### src/design/pwc_pkg.sv
// Shared constants, register codes and LFSR step function for the PRBS word checker.
package pwc_pkg;

    localparam int unsigned WORD_W       = 32;
    localparam int unsigned SKIP_W       = 4;
    localparam int unsigned CFG_IDX_W    = 2;
    localparam int unsigned CFG_DATA_W   = 32;

    // Counter width follows the pattern width cap of 32 bits.
    localparam int unsigned COUNTER_BITS = 32;
    localparam int unsigned CNT_W        = (COUNTER_BITS < 32) ? COUNTER_BITS : 32;
    localparam logic [WORD_W-1:0] CNT_MAX = {WORD_W{1'b1}} >> (WORD_W - CNT_W);

    localparam logic [WORD_W-1:0] SEED_RESET   = 32'h1234_5678;
    localparam logic [SKIP_W-1:0] BUDGET_RESET = 4'd4;
    localparam int unsigned       TAP_HIGH     = 31;
    localparam int unsigned       TAP_MID      = 21;

    localparam logic [CFG_IDX_W-1:0] REG_SEED   = 2'd0;
    localparam logic [CFG_IDX_W-1:0] REG_BUDGET = 2'd1;

    // One Fibonacci step: shift left, feedback into bit 0.
    function automatic logic [WORD_W-1:0] lfsr_step(input logic [WORD_W-1:0] s);
        logic fb;
        fb = s[TAP_HIGH] ^ s[TAP_MID] ^ s[1] ^ s[0];
        return {s[WORD_W-2:0], fb};
    endfunction

endpackage

### src/design/pwc_if.sv
// Word channel interfaces for the PRBS word checker.
interface pwc_rx_if;
    logic                        valid;
    logic                        ready;
    logic [pwc_pkg::WORD_W-1:0]  rx_word;

    modport source (output valid, output rx_word, input ready);
    modport sink   (input valid, input rx_word, output ready);
endinterface

interface pwc_result_if;
    logic                        valid;
    logic                        ready;
    logic                        word_ok;
    logic [pwc_pkg::WORD_W-1:0]  expected_word;
    logic                        in_sync;
    logic [pwc_pkg::WORD_W-1:0]  error_total;
    logic                        first_error_seen;
    logic [pwc_pkg::WORD_W-1:0]  first_error_index;
    logic [pwc_pkg::SKIP_W-1:0]  skips_used;
    logic [pwc_pkg::WORD_W-1:0]  words_total;

    modport source (output valid, output word_ok, output expected_word, output in_sync,
                    output error_total, output first_error_seen, output first_error_index,
                    output skips_used, output words_total, input ready);
    modport sink   (input valid, input word_ok, input expected_word, input in_sync,
                    input error_total, input first_error_seen, input first_error_index,
                    input skips_used, input words_total, output ready);
endinterface

### src/design/prbs_word_checker_with_sync.sv
// PRBS word checker: one shared LFSR step unit iterated under a small sequencer.
// A taken word steps the LFSR in ST_RUN, k extra steps (0..15) only while searching;
// ST_FINISH then registers the result, holding while result_ch is stalled. A new word is
// taken only back in ST_IDLE. One shared step unit: one step plus compare per cycle.
// Reset (rst_n low, async) loads the LFSR with 0x12345678, budget 4, clears all counters.
module prbs_word_checker_with_sync
(
    input  logic                              clk,
    input  logic                              rst_n,
    input  logic                              cfg_wr_en,
    input  logic [pwc_pkg::CFG_IDX_W-1:0]     cfg_index,
    input  logic [pwc_pkg::CFG_DATA_W-1:0]    cfg_data,
    pwc_rx_if.sink                            rx_ch,
    pwc_result_if.source                      result_ch
);

    typedef enum logic [1:0] {ST_IDLE, ST_RUN, ST_FINISH} state_t;

    state_t                          state_reg, state_next;
    logic [pwc_pkg::WORD_W-1:0]      seed_reg, seed_next;
    logic [pwc_pkg::SKIP_W-1:0]      budget_reg, budget_next;
    logic [pwc_pkg::WORD_W-1:0]      pattern_reg, pattern_next;
    logic [pwc_pkg::WORD_W-1:0]      word_reg, word_next;
    logic                            locked_reg, locked_next;
    logic [pwc_pkg::SKIP_W-1:0]      skip_reg, skip_next;
    logic [pwc_pkg::WORD_W-1:0]      err_cnt_reg, err_cnt_next;
    logic                            ferr_reg, ferr_next;
    logic [pwc_pkg::WORD_W-1:0]      ferr_pos_reg, ferr_pos_next;
    logic [pwc_pkg::WORD_W-1:0]      word_cnt_reg, word_cnt_next;
    logic                            ok_reg, ok_next;

    logic                            out_valid_reg, out_valid_next;
    logic                            out_ok_reg, out_ok_next;
    logic [pwc_pkg::WORD_W-1:0]      out_exp_reg, out_exp_next;
    logic [pwc_pkg::SKIP_W-1:0]      out_skip_reg, out_skip_next;

    logic [pwc_pkg::WORD_W-1:0]      stepped;
    logic                            hit;
    logic                            out_free;

    assign stepped  = pwc_pkg::lfsr_step(pattern_reg);
    assign hit      = (stepped == word_reg);
    assign out_free = !out_valid_reg || result_ch.ready;

    always_comb
    begin
        state_next     = state_reg;
        seed_next      = seed_reg;
        budget_next    = budget_reg;
        pattern_next   = pattern_reg;
        word_next      = word_reg;
        locked_next    = locked_reg;
        skip_next      = skip_reg;
        err_cnt_next   = err_cnt_reg;
        ferr_next      = ferr_reg;
        ferr_pos_next  = ferr_pos_reg;
        word_cnt_next  = word_cnt_reg;
        ok_next        = ok_reg;
        out_valid_next = out_valid_reg && !result_ch.ready;
        out_ok_next    = out_ok_reg;
        out_exp_next   = out_exp_reg;
        out_skip_next  = out_skip_reg;

        if (cfg_wr_en)
        begin
            case (cfg_index)
                pwc_pkg::REG_SEED:
                begin
                    seed_next    = cfg_data[pwc_pkg::WORD_W-1:0];
                    pattern_next = cfg_data[pwc_pkg::WORD_W-1:0];
                end
                pwc_pkg::REG_BUDGET:
                begin
                    budget_next = cfg_data[pwc_pkg::SKIP_W-1:0];
                end
                default: ;
            endcase
        end

        case (state_reg)
            ST_IDLE:
            begin
                if (rx_ch.valid)
                begin
                    word_next  = rx_ch.rx_word;
                    state_next = ST_RUN;
                end
            end
            ST_RUN:
            begin
                // one LFSR step per cycle; extra steps only while searching
                pattern_next = stepped;
                if (locked_reg || hit || (skip_reg >= budget_reg))
                begin
                    ok_next    = hit;
                    state_next = ST_FINISH;
                end
                else
                begin
                    skip_next = skip_reg + 1'b1;
                end
            end
            ST_FINISH:
            begin
                if (out_free)
                begin
                    if (ok_reg)
                    begin
                        locked_next = 1'b1;
                    end
                    else
                    begin
                        if (!ferr_reg)
                        begin
                            ferr_next     = 1'b1;
                            ferr_pos_next = word_cnt_reg;
                        end
                        if (err_cnt_reg < pwc_pkg::CNT_MAX)
                        begin
                            err_cnt_next = err_cnt_reg + 1'b1;
                        end
                    end
                    if (word_cnt_reg < pwc_pkg::CNT_MAX)
                    begin
                        word_cnt_next = word_cnt_reg + 1'b1;
                    end
                    out_valid_next = 1'b1;
                    out_ok_next    = ok_reg;
                    out_exp_next   = pattern_reg;
                    // held here: the next word may step skip_reg while this one waits
                    out_skip_next  = skip_reg;
                    state_next     = ST_IDLE;
                end
            end
            default:
            begin
                state_next = ST_IDLE;
            end
        endcase
    end

    always_ff @(posedge clk or negedge rst_n)
    begin
        if (!rst_n)
        begin
            state_reg     <= ST_IDLE;
            seed_reg      <= pwc_pkg::SEED_RESET;
            budget_reg    <= pwc_pkg::BUDGET_RESET;
            pattern_reg   <= pwc_pkg::SEED_RESET;
            word_reg      <= '0;
            locked_reg    <= 1'b0;
            skip_reg      <= '0;
            err_cnt_reg   <= '0;
            ferr_reg      <= 1'b0;
            ferr_pos_reg  <= '0;
            word_cnt_reg  <= '0;
            ok_reg        <= 1'b0;
            out_valid_reg <= 1'b0;
            out_ok_reg    <= 1'b0;
            out_exp_reg   <= '0;
            out_skip_reg  <= '0;
        end
        else
        begin
            state_reg     <= state_next;
            seed_reg      <= seed_next;
            budget_reg    <= budget_next;
            pattern_reg   <= pattern_next;
            word_reg      <= word_next;
            locked_reg    <= locked_next;
            skip_reg      <= skip_next;
            err_cnt_reg   <= err_cnt_next;
            ferr_reg      <= ferr_next;
            ferr_pos_reg  <= ferr_pos_next;
            word_cnt_reg  <= word_cnt_next;
            ok_reg        <= ok_next;
            out_valid_reg <= out_valid_next;
            out_ok_reg    <= out_ok_next;
            out_exp_reg   <= out_exp_next;
            out_skip_reg  <= out_skip_next;
        end
    end

    assign rx_ch.ready                  = (state_reg == ST_IDLE);
    assign result_ch.valid              = out_valid_reg;
    assign result_ch.word_ok            = out_ok_reg;
    assign result_ch.expected_word      = out_exp_reg;
    assign result_ch.in_sync            = locked_reg;
    assign result_ch.error_total        = err_cnt_reg;
    assign result_ch.first_error_seen   = ferr_reg;
    assign result_ch.first_error_index  = ferr_pos_reg;
    assign result_ch.skips_used         = out_skip_reg;
    assign result_ch.words_total        = word_cnt_reg;

    // a taken word always starts the step unit
    a_accept_runs: assert property (@(posedge clk) disable iff (!rst_n)
        (rx_ch.valid && rx_ch.ready) |=> (state_reg == ST_RUN))
        else $error("accepted word did not start stepping");

    // skip count only grows
    a_skip_mono: assert property (@(posedge clk) disable iff (!rst_n)
        1'b1 |=> (skip_reg >= $past(skip_reg)))
        else $error("skip count went backwards");

    // sync, once gained, is never lost
    a_lock_sticky: assert property (@(posedge clk) disable iff (!rst_n)
        locked_reg |=> locked_reg)
        else $error("sync lost");

    a_ok_means_sync: assert property (@(posedge clk) disable iff (!rst_n)
        (result_ch.valid && result_ch.word_ok) |-> result_ch.in_sync)
        else $error("matching word shown without sync");

    a_err_le_words: assert property (@(posedge clk) disable iff (!rst_n)
        result_ch.valid |-> (result_ch.error_total <= result_ch.words_total))
        else $error("more errors than words");

endmodule

### src/flat_wrapper.sv
// flat-port wrapper written by rule: the top's interface ports become plain ports
module prbs_word_checker_with_sync_flat 
  (clk, rst_n, cfg_wr_en, cfg_index, cfg_data, rx_ch_valid, rx_ch_rx_word, rx_ch_ready, result_ch_valid, result_ch_word_ok, result_ch_expected_word, result_ch_in_sync, result_ch_error_total, result_ch_first_error_seen, result_ch_first_error_index, result_ch_skips_used, result_ch_words_total, result_ch_ready);
  pwc_rx_if rx_ch_i ();
  pwc_result_if result_ch_i ();
  input  logic clk;
  input  logic rst_n;
  input  logic cfg_wr_en;
  input  logic [pwc_pkg::CFG_IDX_W-1:0] cfg_index;
  input  logic [pwc_pkg::CFG_DATA_W-1:0] cfg_data;
  input wire logic [$bits(rx_ch_i.valid)-1:0] rx_ch_valid;
  input wire logic [$bits(rx_ch_i.rx_word)-1:0] rx_ch_rx_word;
  output wire logic [$bits(rx_ch_i.ready)-1:0] rx_ch_ready;
  output wire logic [$bits(result_ch_i.valid)-1:0] result_ch_valid;
  output wire logic [$bits(result_ch_i.word_ok)-1:0] result_ch_word_ok;
  output wire logic [$bits(result_ch_i.expected_word)-1:0] result_ch_expected_word;
  output wire logic [$bits(result_ch_i.in_sync)-1:0] result_ch_in_sync;
  output wire logic [$bits(result_ch_i.error_total)-1:0] result_ch_error_total;
  output wire logic [$bits(result_ch_i.first_error_seen)-1:0] result_ch_first_error_seen;
  output wire logic [$bits(result_ch_i.first_error_index)-1:0] result_ch_first_error_index;
  output wire logic [$bits(result_ch_i.skips_used)-1:0] result_ch_skips_used;
  output wire logic [$bits(result_ch_i.words_total)-1:0] result_ch_words_total;
  input wire logic [$bits(result_ch_i.ready)-1:0] result_ch_ready;
  assign rx_ch_i.valid = rx_ch_valid;
  assign rx_ch_i.rx_word = rx_ch_rx_word;
  assign rx_ch_ready = rx_ch_i.ready;
  assign result_ch_valid = result_ch_i.valid;
  assign result_ch_word_ok = result_ch_i.word_ok;
  assign result_ch_expected_word = result_ch_i.expected_word;
  assign result_ch_in_sync = result_ch_i.in_sync;
  assign result_ch_error_total = result_ch_i.error_total;
  assign result_ch_first_error_seen = result_ch_i.first_error_seen;
  assign result_ch_first_error_index = result_ch_i.first_error_index;
  assign result_ch_skips_used = result_ch_i.skips_used;
  assign result_ch_words_total = result_ch_i.words_total;
  assign result_ch_i.ready = result_ch_ready;
  prbs_word_checker_with_sync u_core (.clk(clk), .rst_n(rst_n), .cfg_wr_en(cfg_wr_en), .cfg_index(cfg_index), .cfg_data(cfg_data), .rx_ch(rx_ch_i), .result_ch(result_ch_i));
endmodule
### config.mk
export PLATFORM = sky130hd
export DESIGN_NAME = prbs_word_checker_with_sync_flat
export DESIGN_NICKNAME = d
export VERILOG_FILES = /design/src/design/pwc_pkg.sv /design/src/design/pwc_if.sv /design/src/design/prbs_word_checker_with_sync.sv /design/src/flat_wrapper.sv
export SDC_FILE = /design/constraint.sdc
export NUM_CORES = 1
export LEC_CHECK = 0
export ABC_AREA = 1
export BUFFER_PORTS_ARGS = -buffer_cell sky130_fd_sc_hd__buf_2
export CAP_MARGIN = 20
export CORE_MARGIN = 5
export CORE_UTILIZATION = 60
export CTS_CLUSTER_DIAMETER = 200
export DETAILED_ROUTE_END_ITERATION = 12
export PLACE_DENSITY = 0.86
export SYNTH_ARGS = -nofsm -noshare
export SYNTH_HDL_FRONTEND = slang
export SYNTH_SLANG_ARGS = --single-unit
### constraint.sdc
create_clock -name clk -period 4.6 [get_ports clk]
set_input_delay 0.69 -clock clk [delete_from_list [all_inputs] [get_ports clk]]
set_output_delay 0.69 -clock clk [all_outputs]
set_load 0.01 [all_outputs]
**Word-level counts from Yosys, hierarchy flattened**

Index checks and enable logic that the tools add are counted.
Widths: inputs -> output; s select.

- Logic and storage cells: 65
- Flip-flop bits (word level): 211

- Order comparisons: 3
- Add/sub/neg operators: 3
- Equality and inequality tests: 7
- Bitwise operators: 6
- Mux-type cells: 9
- Reduce and logical (&&, ||, !) cells: 22

Operator list:

| kind | count |
|---|---|
| $mux 32 | 3 |
| $add 32x1->32 const B | 2 |
| $lt 32x32->1 const B | 2 |
| $eq 32x32->1 | 1 |
| $reduce_and 2->1 | 6 |
| $reduce_and 3->1 | 4 |
| $reduce_and 4->1 | 2 |
| $mux 2 | 3 |
| $pmux 2 s3 | 1 |
| $add 4x1->4 const B | 1 |
| $eq 2x1->1 const B | 2 |
| $ge 4x4->1 | 1 |
| $logic_not 2->1 | 2 |
| $ne 2x1->1 const B | 2 |
| $reduce_bool 2->1 | 2 |
| $logic_or 1x1->1 | 3 |
| $not 1->1 | 3 |
| $xor 1x1->1 | 3 |
| $eq 2x2->1 const B | 1 |
| $logic_not 1->1 | 2 |
| $mux 1 | 2 |
| $ne 2x2->1 const B | 1 |
| $logic_and 1x1->1 | 1 |

**Logic depth before layout (Yosys ltp)**

- Depth in word-level cells: 8
- Mapped depth: 12
- Mapped depth without buffers: 11

**Worst setup path after synthesis**

Ideal clock, no wire load.

- Path kind: input to register
- From: in result_ch_ready
- To: reg u_core.ferr_pos_reg (netlist bit u_core.result_ch.first_error_index[13])
- Buffers on the path: 2
- Arrival time: 1.767 ns
- Setup slack: 2.709 ns
- Data required time: 4.475 ns
- Cell stages on the path: 8
- Cell sequence: nor2_1 > inv_1 > nand2_1 > buf_4 > nor2_1 > nand2_1 > buf_2 > mux2_2

- Longest elaborated chain between the ends: 2

Ends and longest elaborated chain:

| item | RTL line | source |
|---|---|---|
| from (decl) | flat_wrapper.sv:23 | `input wire logic [$bits(result_ch_i.ready)-1:0] result_ch_ready;` |
| $logic_or 1x1->1 | prbs_word_checker_with_sync.sv:43 | `assign out_free = !out_valid_reg \|\| result_ch.ready;` |
| $reduce_and 4->1 (no source line) | n/a |  |
| to (signal assigned) | prbs_word_checker_with_sync.sv:174 | `ferr_pos_reg <= ferr_pos_next;` |
| to (decl) | prbs_word_checker_with_sync.sv:28 | `logic [pwc_pkg::WORD_W-1:0] ferr_pos_reg, ferr_pos_next;` |

No other way between the ends.
A chain may end at the register's enable or synchronous reset.

**Worst setup path after layout**

- From: reg u_core.word_cnt_reg (netlist bit u_core.result_ch.words_total[0])
- To: reg u_core.word_cnt_reg (netlist bit u_core.result_ch.words_total[11])

- Longest elaborated chain between the ends: 2
- Elaborated cells on any way between the ends: 3

Ends and longest elaborated chain:

| item | RTL line | source |
|---|---|---|
| from (decl) | prbs_word_checker_with_sync.sv:29 | `logic [pwc_pkg::WORD_W-1:0] word_cnt_reg, word_cnt_next;` |
| from (signal assigned) | prbs_word_checker_with_sync.sv:175 | `word_cnt_reg <= word_cnt_next;` |
| $lt 32x32->1 | prbs_word_checker_with_sync.sv:123 | `if (word_cnt_reg < pwc_pkg::CNT_MAX)` |
| $reduce_and 3->1 (no source line) | n/a |  |

Parallel ways exist; a longest one is shown, timed or not.

==> flow_metrics.tcl <==
set metrics [dict create \
    ys_top_cells_by_area "dfrtp_1, nand2_1, inv_1" \
    powerDensity_mw_per_mm2 533 \
    setup_slack_ns 1.82 \
    skew_ns 0.00635 \
    synth-main-ff-cell "dfrtp_1" \
    die_height_um 142 \
    rsz0062_at_grt "false" \
    total_leakage_power_nw 6.22 \
    ios 208 \
    clk_pin_slew_ns 0.06 \
    drtIter0Drc 707 \
    cts-buffers-inserted 22 \
    reg2reg_depth 10 \
    start_kind "flip-flop" \
    drt_wl_total_um 27000 \
    arrival_ns 3.21 \
    crit_start "u_core.result_ch.words_total[0]$_DFFE_PN0P_" \
    placed_area_mm2 0.0115 \
    endpoint_kind "flip-flop" \
    ys_warn_count 0 \
    drv_slew 0 \
    final-setup-viol-count 0 \
    layout-area-overhead-vs-synth_pct 19.0 \
    antenna_found_initial 2 \
    maxCapViolations 0 \
    dp.cells 1625 \
    die_w_um 142 \
    cts_setup_buffers 0 \
    tightest_slew_ns 1.07 \
    post-route-cell-area_mm2 0.0124 \
    async_flop_share 1.00 \
    path_max_fanout 38 \
    firstDrtPassIters 5 \
    synth_edf_count 0 \
    drc_errors 0 \
    ctsResizeCount 0 \
    cts_hold_buffers 0 \
    clock_path_buffers 3 \
    p_total_mw 6.58 \
    rows 48 \
    status "completed" \
    grt_max_degree 95 \
    hold_path.class "in2async" \
    synth_most_common_cell "nand2_1" \
    ys_ff_latch 211 \
    grt_pass1_vias 9080 \
    wire_per_inst_um 16.2 \
    synthTopCellsByCount "nand2_1, dfrtp_1, inv_1" \
    io_buffer_count 207 \
    num_vias 9113 \
    final.setup.tns_ns 0 \
    root_buffer "clkbuf_16" \
    worst_ir_drop_vdd_v 0.000418 \
    yosysSeqAreaShare 0.510 \
    ant_nets 0 \
    nets 1503 \
    fmax_ghz 0.360 \
    syn_avg_cell_area_um2 8.43 \
    syn_inst 1231 \
    syn_nets 1309 \
    yosys.area.top_type "dfrtp_1" \
    hold_viol_final 0 \
    synthesis.area_mm2 0.0104 \
    core_area_mm2 0.0171 \
    pre_cts_ws_ns 1.59 \
    initial_utilization 0.606 \
    place_hpwl_um 19100 \
    grt-ovfl-total 0 \
    htree_levels 1 \
    drive_above_1_share 0.226 \
    r2r_setup_slack_ns 1.82 \
    insertion_delay_ns 0.49 \
    critPathRequiredTime_ns 5.03 \
    maxSlewHeadroom 0.284 \
    dieArea_mm2 0.0200 \
    worstReg2RegStart "u_core.result_ch.words_total[0]$_DFFE_PN0P_" \
    endpoint "u_core.result_ch.words_total[11]$_DFFE_PN0P_" \
    rr_endpoint "u_core.result_ch.words_total[11]$_DFFE_PN0P_" \
    final_cells 1666 \
    cts_tree "built" \
    period_share 0.604 \
    gp_congestion 0.927 \
    fin_crit_ns 2.78 \
    criticalPathCategory "reg2reg" \
    track_usage 0.270 \
    post-route-util 0.722 \
    whs_ns 0.252 \
    clkSinkCount 211 \
    diodes 0 \
    grt_first_pass_wirelength_um 44800 \
    synth_cell_types 35 \
    yosysTopAreaCellShare 0.475 \
    via_per_inst 5.47 \
]
worst min path at each step:
stage	endpoint	slack [ns]	depth (start not counted)
3_3_place_gp	u_core.result_ch.skips_used[1]$_DFFE_PN0P_	0.46	2
2_1_floorplan	u_core.budget_reg[0]$_DFFE_PN0P_	0.39	0
6_report	u_core.result_ch.error_total[2]$_DFFE_PN0P_	0.25	1
3_5_place_dp	u_core.result_ch.expected_word[23]$_DFFE_PN0P_	0.47	2
5_1_grt	u_core.result_ch.error_total[2]$_DFFE_PN0P_	0.30	1
4_1_cts	u_core.result_ch.error_total[2]$_DFFE_PN0P_	0.29	1
power by group:
group / leakage (nW) / total (mW) / internal (mW) / switching (mW)
Combinational: 3.17 / 1.88 / 0.716 / 1.17
Sequential: 2.65 / 2.74 / 2.38 / 0.353
Clock: 0.399 / 1.96 / 1.23 / 0.736
kinds of logic after synthesis:
group,count (synthesis),synth area share
AO/OA/AOI/OAI,141,0.0816
XOR/XNOR,71,0.0599
adder cells (fa/ha/maj),7,0.00844
buffers and inverters,170,0.0694
flip-flops,211,0.510
multiplexers,26,0.0282
AND/OR/NAND/NOR,605,0.242
layout by cell type (no fill, tap or decap), types with 11 or more instances in the layout:
| cell | Yosys | final |
|---|---|---|
| mux2_2 | 26 | 26 |
| xor2_1 | 46 | 46 |
| buf_2 | 14 | 206 |
| clkbuf_16 | 0 | 23 |
| inv_2 | 10 | 11 |
| nand3_1 | 20 | 20 |
| nor3_1 | 65 | 65 |
| nand2_1 | 400 | 399 |
| dfstp_2 | 14 | 14 |
| xnor2_1 | 25 | 25 |
| o21ai_0 | 77 | 77 |
| nand4_1 | 14 | 14 |
| a221oi_1 | 28 | 28 |
| a21oi_1 | 17 | 17 |
| nor2_1 | 85 | 84 |
| inv_1 | 116 | 115 |
| dfrtp_1 | 197 | 197 |
critical path, cell delays in order (launching register included):
cell and delay, ns:
dfrtp_1 0.44, ha_1 0.27, nand3_2 0.16, inv_2 0.05, nand2_2 0.13, nor2_4 0.05
nand2_1 0.10, nand3_2 0.61, inv_2 0.68, nand2_1 0.13, nand2_1 0.08
cell type report:
class                   instances  area, um^2
repair buffers                214        1130
flip-flops and latches        211        5300
well taps                     225         282
multi-input cells             850        4370
clock inverters                13         196
clock buffers                  27         611
inverters                     126         473
fillers                      1329        4760
routing by layer:
layer | track usage | vias up | routed length, um
li1 | - | 4336 | -
met1 | 0.361 | 4318 | 11000
met2 | 0.450 | 391 | 12900
met3 | 0.0539 | 64 | 2310
met4 | 0.0783 | 4 | 706
met5 | 0 | - | 19
Power figures use the tool's default switching activity.
